[config.mk]
export PLATFORM = sky130hd
export DESIGN_NAME = lfu_cache_table
export DESIGN_NICKNAME = d
export VERILOG_FILES = /design/src/hdl/lfu_pkg.sv /design/src/hdl/lfu_cell.sv /design/src/hdl/lfu_cache_table.sv
export SDC_FILE = /design/constraint.sdc
export NUM_CORES = 2
export LEC_CHECK = 0
export BUFFER_PORTS_ARGS = -buffer_cell sky130_fd_sc_hd__buf_2
export CORE_MARGIN = 2
export CORE_UTILIZATION = 29
export CTS_CLUSTER_DIAMETER = 150
export DETAILED_ROUTE_END_ITERATION = 8
export SETUP_SLACK_MARGIN = 0.2
export SLEW_MARGIN = 20
export SYNTH_ARGS = -nofsm -noshare
export SYNTH_HDL_FRONTEND = slang
export SYNTH_SLANG_ARGS = --single-unit
[constraint.sdc]
create_clock -name clk -period 14.8 [get_ports clk]
set_input_delay 2.96 -clock clk [delete_from_list [all_inputs] [get_ports clk]]
set_output_delay 2.96 -clock clk [all_outputs]
set_load 0.1 [all_outputs]
[src/hdl/lfu_pkg.sv]
// shared constants, types and cell commands for the lfu cache table
package lfu_pkg;

  localparam int MAX_ENTRIES = 16;
  localparam int COUNT_WIDTH = 16;
  localparam int IDX_W = (MAX_ENTRIES > 1) ? $clog2(MAX_ENTRIES) : 1;
  localparam int OCC_W = $clog2(MAX_ENTRIES + 1);
  localparam int CAP_W = 5;
  localparam int KEY_W = 16;
  localparam int VAL_W = 32;

  typedef enum logic [2:0] {
    CELL_HOLD,
    CELL_TOUCH,
    CELL_UPDATE,
    CELL_EVICT,
    CELL_FILL
  } cell_op_t;

  typedef enum logic [2:0] {
    ST_IDLE,
    ST_EXEC,
    ST_SCAN,
    ST_EVICT,
    ST_FILL,
    ST_RESP
  } state_t;

  typedef struct packed {
    cell_op_t          op;
    logic [KEY_W-1:0]  key;
    logic [VAL_W-1:0]  value;
    logic [IDX_W-1:0]  ref_rank;
    logic [OCC_W-1:0]  occ;
  } cmd_t;

  // running victim candidate handed down the row
  typedef struct packed {
    logic                   valid;
    logic [COUNT_WIDTH-1:0] count;
    logic [IDX_W-1:0]       rank;
    logic [IDX_W-1:0]       idx;
  } cand_t;

endpackage

[src/hdl/lfu_cell.sv]
// one cache entry: key, value, use count, recency rank and a victim search stage
module lfu_cell
  import lfu_pkg::*;
(
  input  logic             clk,
  input  logic             rst,
  input  cmd_t             cmd,
  input  logic             sel,
  input  logic [IDX_W-1:0] own_idx,
  input  cand_t            cand_in,
  output cand_t            cand_out,
  output logic             match,
  output logic             valid,
  output logic [VAL_W-1:0] value,
  output logic [IDX_W-1:0] rank
);

  logic [KEY_W-1:0]       key;
  logic [COUNT_WIDTH-1:0] count;
  logic                   own_better;

  assign match = valid && (key == cmd.key);

  always_ff @(posedge clk) begin
    if (rst) begin
      valid <= 1'b0;
      count <= '0;
      rank  <= '0;
    end else begin
      case (cmd.op)
        CELL_TOUCH, CELL_UPDATE: begin
          if (sel) begin
            rank <= IDX_W'(cmd.occ - 1'b1);
            if (count != '1) count <= count + 1'b1;
          end else if (valid && rank > cmd.ref_rank) begin
            rank <= rank - 1'b1;
          end
        end
        CELL_EVICT: begin
          if (sel) begin
            valid <= 1'b0;
            count <= '0;
            rank  <= '0;
          end else if (valid && rank > cmd.ref_rank) begin
            rank <= rank - 1'b1;
          end
        end
        CELL_FILL: begin
          if (sel) begin
            valid <= 1'b1;
            count <= COUNT_WIDTH'(1);
            rank  <= IDX_W'(cmd.occ);
          end
        end
        default: begin
        end
      endcase
    end
  end

  always_ff @(posedge clk) begin
    if (sel && (cmd.op == CELL_UPDATE || cmd.op == CELL_FILL)) value <= cmd.value;
    if (sel && cmd.op == CELL_FILL) key <= cmd.key;
  end

  // lower count wins, equal counts go to the older access
  assign own_better = valid && (!cand_in.valid || count < cand_in.count ||
                      (count == cand_in.count && rank < cand_in.rank));

  always_ff @(posedge clk) begin
    if (own_better) begin
      cand_out.valid <= 1'b1;
      cand_out.count <= count;
      cand_out.rank  <= rank;
      cand_out.idx   <= own_idx;
    end else begin
      cand_out <= cand_in;
    end
  end

endmodule

[src/hdl/lfu_cache_table.sv]
// lfu cache table top level: request control, row of entry cells, result register
// Usage:
//   Requests come in on in_valid/in_stall with req_type (0 get, 1 put),
//   lookup_key and store_value. A get makes one result on out_valid/out_stall
//   (hit, read_value = -1 on miss); a put makes none. The user must write
//   capacity_in_use via cfg_write/cfg_data only while idle; it is not enforced.
// Timing:
//   A get or a put of a present key is done in ST_EXEC, where a get's result
//   is loaded into the result register. A put of a new key adds ST_FILL, and
//   ST_SCAN and ST_EVICT before it when an entry must be evicted: the victim
//   is found by a running minimum passed one cell per cycle down the row.
//   One request is in the table at a time since the next depends on it.
// Reset:
//   all entries empty, occupancy zero, capacity MAX_ENTRIES.
// Stalls:
//   the result register holds while out_stall is high; a new request is
//   still accepted, and a get finishing behind a stalled result waits.
module lfu_cache_table
  import lfu_pkg::*;
(
  input  logic                    clk,
  input  logic                    rst,
  input  logic                    cfg_write,
  input  logic [CAP_W-1:0]        cfg_data,
  input  logic                    in_valid,
  output logic                    in_stall,
  input  logic                    req_type,
  input  logic [KEY_W-1:0]        lookup_key,
  input  logic signed [VAL_W-1:0] store_value,
  output logic                    out_valid,
  input  logic                    out_stall,
  output logic                    hit,
  output logic signed [VAL_W-1:0] read_value
);

  state_t            state, state_next;
  logic [CAP_W-1:0]  capacity_in_use;
  logic [OCC_W-1:0]  occupancy, occupancy_next;
  logic [OCC_W-1:0]  scan_cnt;
  logic              req_put;
  logic [KEY_W-1:0]  req_key;
  logic [VAL_W-1:0]  req_value;
  logic              pend_hit;
  logic [VAL_W-1:0]  pend_value;

  cmd_t              cmd;
  logic [MAX_ENTRIES-1:0] sel, hit_vec, valid_vec;
  logic [VAL_W-1:0]  cell_value [MAX_ENTRIES];
  logic [IDX_W-1:0]  cell_rank [MAX_ENTRIES];
  cand_t             cand [MAX_ENTRIES];

  logic              any_hit;
  logic [VAL_W-1:0]  hit_value;
  logic [IDX_W-1:0]  hit_rank;
  logic [IDX_W-1:0]  free_idx;
  logic              out_free;
  logic              load_out, load_pend;
  logic              new_hit;
  logic [VAL_W-1:0]  new_value;
  logic              need_evict;

  for (genvar i = 0; i < MAX_ENTRIES; i++) begin : g_cell
    cand_t left;
    if (i == 0) begin : g_first
      assign left = '0;
    end else begin : g_rest
      assign left = cand[i-1];
    end
    lfu_cell u_cell (
      .clk      (clk),
      .rst      (rst),
      .cmd      (cmd),
      .sel      (sel[i]),
      .own_idx  (IDX_W'(i)),
      .cand_in  (left),
      .cand_out (cand[i]),
      .match    (hit_vec[i]),
      .valid    (valid_vec[i]),
      .value    (cell_value[i]),
      .rank     (cell_rank[i])
    );
  end

  // keys are unique, so at most one cell matches
  always_comb begin
    hit_value = '0;
    hit_rank  = '0;
    free_idx  = '0;
    for (int i = 0; i < MAX_ENTRIES; i++) begin
      if (hit_vec[i]) begin
        hit_value = hit_value | cell_value[i];
        hit_rank  = hit_rank | cell_rank[i];
      end
    end
    for (int i = MAX_ENTRIES - 1; i >= 0; i--) begin
      if (!valid_vec[i]) free_idx = IDX_W'(i);
    end
  end

  assign any_hit    = |hit_vec;
  assign out_free   = !out_valid || !out_stall;
  assign in_stall   = (state != ST_IDLE);
  assign need_evict = (32'(occupancy) >= 32'(capacity_in_use)) ||
                      (32'(occupancy) >= MAX_ENTRIES);

  always_comb begin
    state_next     = state;
    occupancy_next = occupancy;
    sel            = '0;
    cmd.op         = CELL_HOLD;
    cmd.key        = req_key;
    cmd.value      = req_value;
    cmd.ref_rank   = hit_rank;
    cmd.occ        = occupancy;
    load_out       = 1'b0;
    load_pend      = 1'b0;
    new_hit        = any_hit;
    new_value      = any_hit ? hit_value : '1;
    case (state)
      ST_IDLE: begin
        if (in_valid) state_next = ST_EXEC;
      end
      ST_EXEC: begin
        if (!req_put) begin
          if (any_hit) begin
            cmd.op = CELL_TOUCH;
            sel    = hit_vec;
          end
          if (out_free) begin
            load_out   = 1'b1;
            state_next = ST_IDLE;
          end else begin
            load_pend  = 1'b1;
            state_next = ST_RESP;
          end
        end else if (capacity_in_use == '0) begin
          state_next = ST_IDLE;
        end else if (any_hit) begin
          cmd.op     = CELL_UPDATE;
          sel        = hit_vec;
          state_next = ST_IDLE;
        end else if (need_evict) begin
          state_next = ST_SCAN;
        end else begin
          state_next = ST_FILL;
        end
      end
      ST_SCAN: begin
        if (scan_cnt == OCC_W'(MAX_ENTRIES - 1)) state_next = ST_EVICT;
      end
      ST_EVICT: begin
        cmd.op       = CELL_EVICT;
        cmd.ref_rank = cand[MAX_ENTRIES-1].rank;
        sel[cand[MAX_ENTRIES-1].idx] = cand[MAX_ENTRIES-1].valid;
        if (cand[MAX_ENTRIES-1].valid) occupancy_next = occupancy - 1'b1;
        state_next = ST_FILL;
      end
      ST_FILL: begin
        cmd.op = CELL_FILL;
        if (!valid_vec[free_idx]) begin
          sel[free_idx]  = 1'b1;
          occupancy_next = occupancy + 1'b1;
        end
        state_next = ST_IDLE;
      end
      ST_RESP: begin
        new_hit   = pend_hit;
        new_value = pend_value;
        if (out_free) begin
          load_out   = 1'b1;
          state_next = ST_IDLE;
        end
      end
      default: begin
        state_next = ST_IDLE;
      end
    endcase
  end

  always_ff @(posedge clk) begin
    if (rst) begin
      state           <= ST_IDLE;
      occupancy       <= '0;
      capacity_in_use <= CAP_W'(16);
      scan_cnt        <= '0;
      out_valid       <= 1'b0;
    end else begin
      state     <= state_next;
      occupancy <= occupancy_next;
      if (cfg_write) capacity_in_use <= cfg_data;
      if (state == ST_SCAN) scan_cnt <= scan_cnt + 1'b1;
      else scan_cnt <= '0;
      if (load_out) out_valid <= 1'b1;
      else if (!out_stall) out_valid <= 1'b0;
    end
  end

  always_ff @(posedge clk) begin
    if (in_valid && !in_stall) begin
      req_put   <= req_type;
      req_key   <= lookup_key;
      req_value <= store_value;
    end
    if (load_pend) begin
      pend_hit   <= new_hit;
      pend_value <= new_value;
    end
    if (load_out) begin
      hit        <= new_hit;
      read_value <= new_value;
    end
  end

  a_hit_onehot: assert property (@(posedge clk) disable iff (rst) $onehot0(hit_vec))
    else $error("more than one entry matches the key");

  a_occ_matches: assert property (@(posedge clk) disable iff (rst)
    $countones(valid_vec) == 32'(occupancy))
    else $error("occupancy out of step with valid entries");

  a_occ_bound: assert property (@(posedge clk) disable iff (rst)
    32'(occupancy) <= MAX_ENTRIES)
    else $error("occupancy exceeds table size");

  a_evict_found: assert property (@(posedge clk) disable iff (rst)
    state == ST_EVICT |-> cand[MAX_ENTRIES-1].valid)
    else $error("eviction without a victim");

endmodule
==> results_dict.tcl <==
set metrics [dict create \
    worst_setup_path_end_kind "flip-flop" \
    slew_violations 0 \
    cts_root_buffer "clkbuf_16" \
    gp_congestion 0.949 \
    startpoint_type "flip-flop" \
    firstDrtPassIters 6 \
    grt_pass1_wl_um 331000 \
    synth.cell_area_um2 73800 \
    dr_total_vias 53036 \
    cp_max_fo 34 \
    cp_common_cell "buf_4" \
    postSynthRegisterBits 1607 \
    grt_max_degree 53 \
    synth_cell_types 98 \
    io_buffer_count 93 \
    ctsLongestPathBuffers 3 \
    finalClockSkew_ns 0.0725 \
    grt_antenna_before_repair 5 \
    power_density_nw_per_um2 110 \
    max_slew_margin_pct 20.1 \
    cts_setup_buffers 0 \
    synth_edf_count 883 \
    syn_area_per_cell_um2 11.5 \
    die_w_um 509 \
    area_growth_pct 14.5 \
    peakVddDrop_v 0.000120 \
    drt_drc_violations_left 0 \
    tritoncts "done" \
    worstPathRequired_ns 15.54 \
    max_cap_violations 0 \
    power.total_mw 9.30 \
    drt.antenna.violating_nets 0 \
    holdCritStartpoint "g_cell[14].u_cell.cand_out[2]$_SDFF_PP1_" \
    num_rows 185 \
    setup_violations 0 \
    track_usage_pct 16.8 \
    final_common_cell "edfxtp_1" \
    cts_inserted_buffers 171 \
    cts-resized-gates 0 \
    path_cells "buf_4 > xnor2_1 > nand4_1 > or4b_4 > nor4_4 > buf_4 > a221oi_1 > nand3_1 > nor3_1 > nor2_1 > buf_4 > ha_1 > inv_1 > o221a_2 > xnor2_1 > o22ai_1 > or4_1 > a311oi_1" \
    design.die.area_um2 259000 \
    rsz0062_at_grt "false" \
    fmax_ghz 0.175 \
    drive_gt1_share_pct 13.5 \
    p_leak_nw 29.8 \
    period_needed_ns 5.73 \
    finalSetupTns_ns 0 \
    clock_latency_ns 0.84 \
    fp.coreArea_um2 254000 \
    criticalPathCategory "reg2reg" \
    layout_setup_ws_ns 9.07 \
    yosysWarnings 0 \
    hold_viol 0 \
    hold_buffers 0 \
    wire_per_inst_um 22.2 \
    hp-class "reg2reg" \
    initial_core_util_pct 29.1 \
    htree_levels 4 \
    chipHeight_um 509 \
    clock_sinks 1607 \
    grt_overflow 0 \
    grt_pass1_vias 51197 \
    layout_common_cells "883 x edfxtp_1, 724 x dfxtp_1, 446 x inv_1, 390 x ha_1, 367 x nor2_1" \
    totalWireLength_um 224000 \
    crit_family "simple AND/OR/NAND/NOR gates" \
    pre_cts_ws_ns 9.21 \
    viasPerCell 5.26 \
    crit_path_start "req_key[9]$_DFFE_PP_" \
    synth_nets 6883 \
    synth_seq_area_share_pct 55.6 \
    path_clk_slew_ns 0.06 \
    drt_iter0_drc 5216 \
    timing.rr.start "req_key[9]$_DFFE_PP_" \
    syn-instance-count 6434 \
    cpMaxStageDelayCell "buf_4" \
    path_buf_inv 4 \
    worst_pin_slew_ns 1.19 \
    io_pins 94 \
    async_flop_share_pct 0 \
    dpl.hpwl_um 145000 \
    synth_ff_type "edfxtp_1" \
    status "finished clean" \
    critPathMaxStageDelay_ns 0.71 \
    fin_nets 7034 \
    crit_arrival_ns 6.47 \
    fin_crit_sh_pct 38.7 \
]
path summary, 6_finish.rpt:
kind,to,cells past startpoint,slack (ns)
hold reg to reg,g_cell[15].u_cell.cand_out[2]$_SDFF_PP1_,1,0.40
setup / recovery,g_cell[3].u_cell.rank[0]$_SDFFE_PP0P_,18,9.07
hold / removal,g_cell[15].u_cell.cand_out[2]$_SDFF_PP1_,1,0.40
setup reg to reg,g_cell[3].u_cell.rank[0]$_SDFFE_PP0P_,18,9.07
synth_stat cells (28+ instances only):
| cell type | instances | share of area, % |
|---|---|---|
| buf_1 | 31 | 0.16 |
| nor2b_1 | 36 | 0.31 |
| mux2i_1 | 100 | 1.4 |
| o21ai_0 | 147 | 1.0 |
| edfxtp_1 | 883 | 36 |
| xor2_1 | 217 | 2.6 |
| inv_1 | 447 | 2.3 |
| a21oi_1 | 276 | 1.9 |
| a22oi_1 | 144 | 1.5 |
| and2_1 | 40 | 0.34 |
| clkbuf_1 | 161 | 0.82 |
| or2_2 | 48 | 0.41 |
| nor3_1 | 160 | 1.1 |
| o211ai_1 | 28 | 0.28 |
| a211oi_1 | 56 | 0.57 |
| ha_1 | 390 | 6.6 |
| a221oi_1 | 78 | 0.93 |
| xnor2_1 | 233 | 2.8 |
| o21a_1 | 46 | 0.47 |
| nand2b_1 | 45 | 0.38 |
| nor4_1 | 75 | 0.64 |
| nand3_1 | 236 | 1.6 |
| a22o_1 | 74 | 0.88 |
| and3_1 | 59 | 0.50 |
| o31ai_1 | 31 | 0.32 |
| a21o_1 | 66 | 0.67 |
| dfxtp_1 | 724 | 20 |
| buf_2 | 37 | 0.25 |
| nand2_1 | 327 | 1.7 |
| mux2_2 | 234 | 3.6 |
| nor2_1 | 390 | 2.0 |
| nand4_1 | 137 | 1.2 |
| or3_1 | 66 | 0.56 |
state kept, by name, summed over array words and instances (netlist names), 16 cells and up:
register	cells
read_value	32
req_value	32
pend_value	32
g_cell.u_cell.count	256
g_cell.u_cell.value	512
g_cell.u_cell.rank	64
g_cell.u_cell.cand_out	369
req_key	16
g_cell.u_cell.valid	16
g_cell.u_cell.key	256
power by group:
group	switching (mW)	total, mW	internal (mW)	leakage [nW]
Combinational	0.189	0.255	0.0663	13.4
Sequential	0.0347	4.76	4.73	13.6
Clock	1.83	4.28	2.45	2.75
kinds of logic after synthesis:
group                    after synthesis  synth area share, %
AO/OA/AOI/OAI                       1193                 11.4
XOR/XNOR                             450                 5.34
adder cells (fa/ha/maj)              390                 6.61
buffers and inverters                707                 3.84
flip-flops                          1607                 55.6
multiplexers                         335                 4.94
AND/OR/NAND/NOR                     1752                 12.3
metal layers:
| layer | part of all wire [%] | vias to the layer above | global-route usage, % | wire, um |
|---|---|---|---|---|
| met2 | 46 | 2176 | 27.0 | 102000 |
| met5 | 0.086 | - | 0 | 192 |
| met3 | 7.4 | 512 | 2.82 | 16600 |
| li1 | - | 24081 | - | - |
| met4 | 4.1 | 4 | 6.71 | 9230 |
| met1 | 43 | 26263 | 22.5 | 95900 |
per-stage QoR:
step                      instances  hold WS (ns)  util [%]  area [um^2]
after floorplan                6434         0.386         -        73800
after global placement         9778         0.399      31.1        78900
after detailed placement       9778         0.397      31.1        78900
after CTS                     10091         0.386      33.3        84500
after global routing          10091         0.402      33.3        84500
final                         10092         0.397      33.3        84500
layout make-up:
class	instances	area [um^2]
Fill cell	25228	169000
Sequential cell	1607	41000
Multi-Input combinational cell	4120	30500
Clock buffer	223	4710
Tap cell	3366	4210
Inverter	449	1690
Timing Repair Buffer	236	1540
Clock inverter	90	932
Antenna cell	1	2.50
Power figures use the tool's default switching activity.
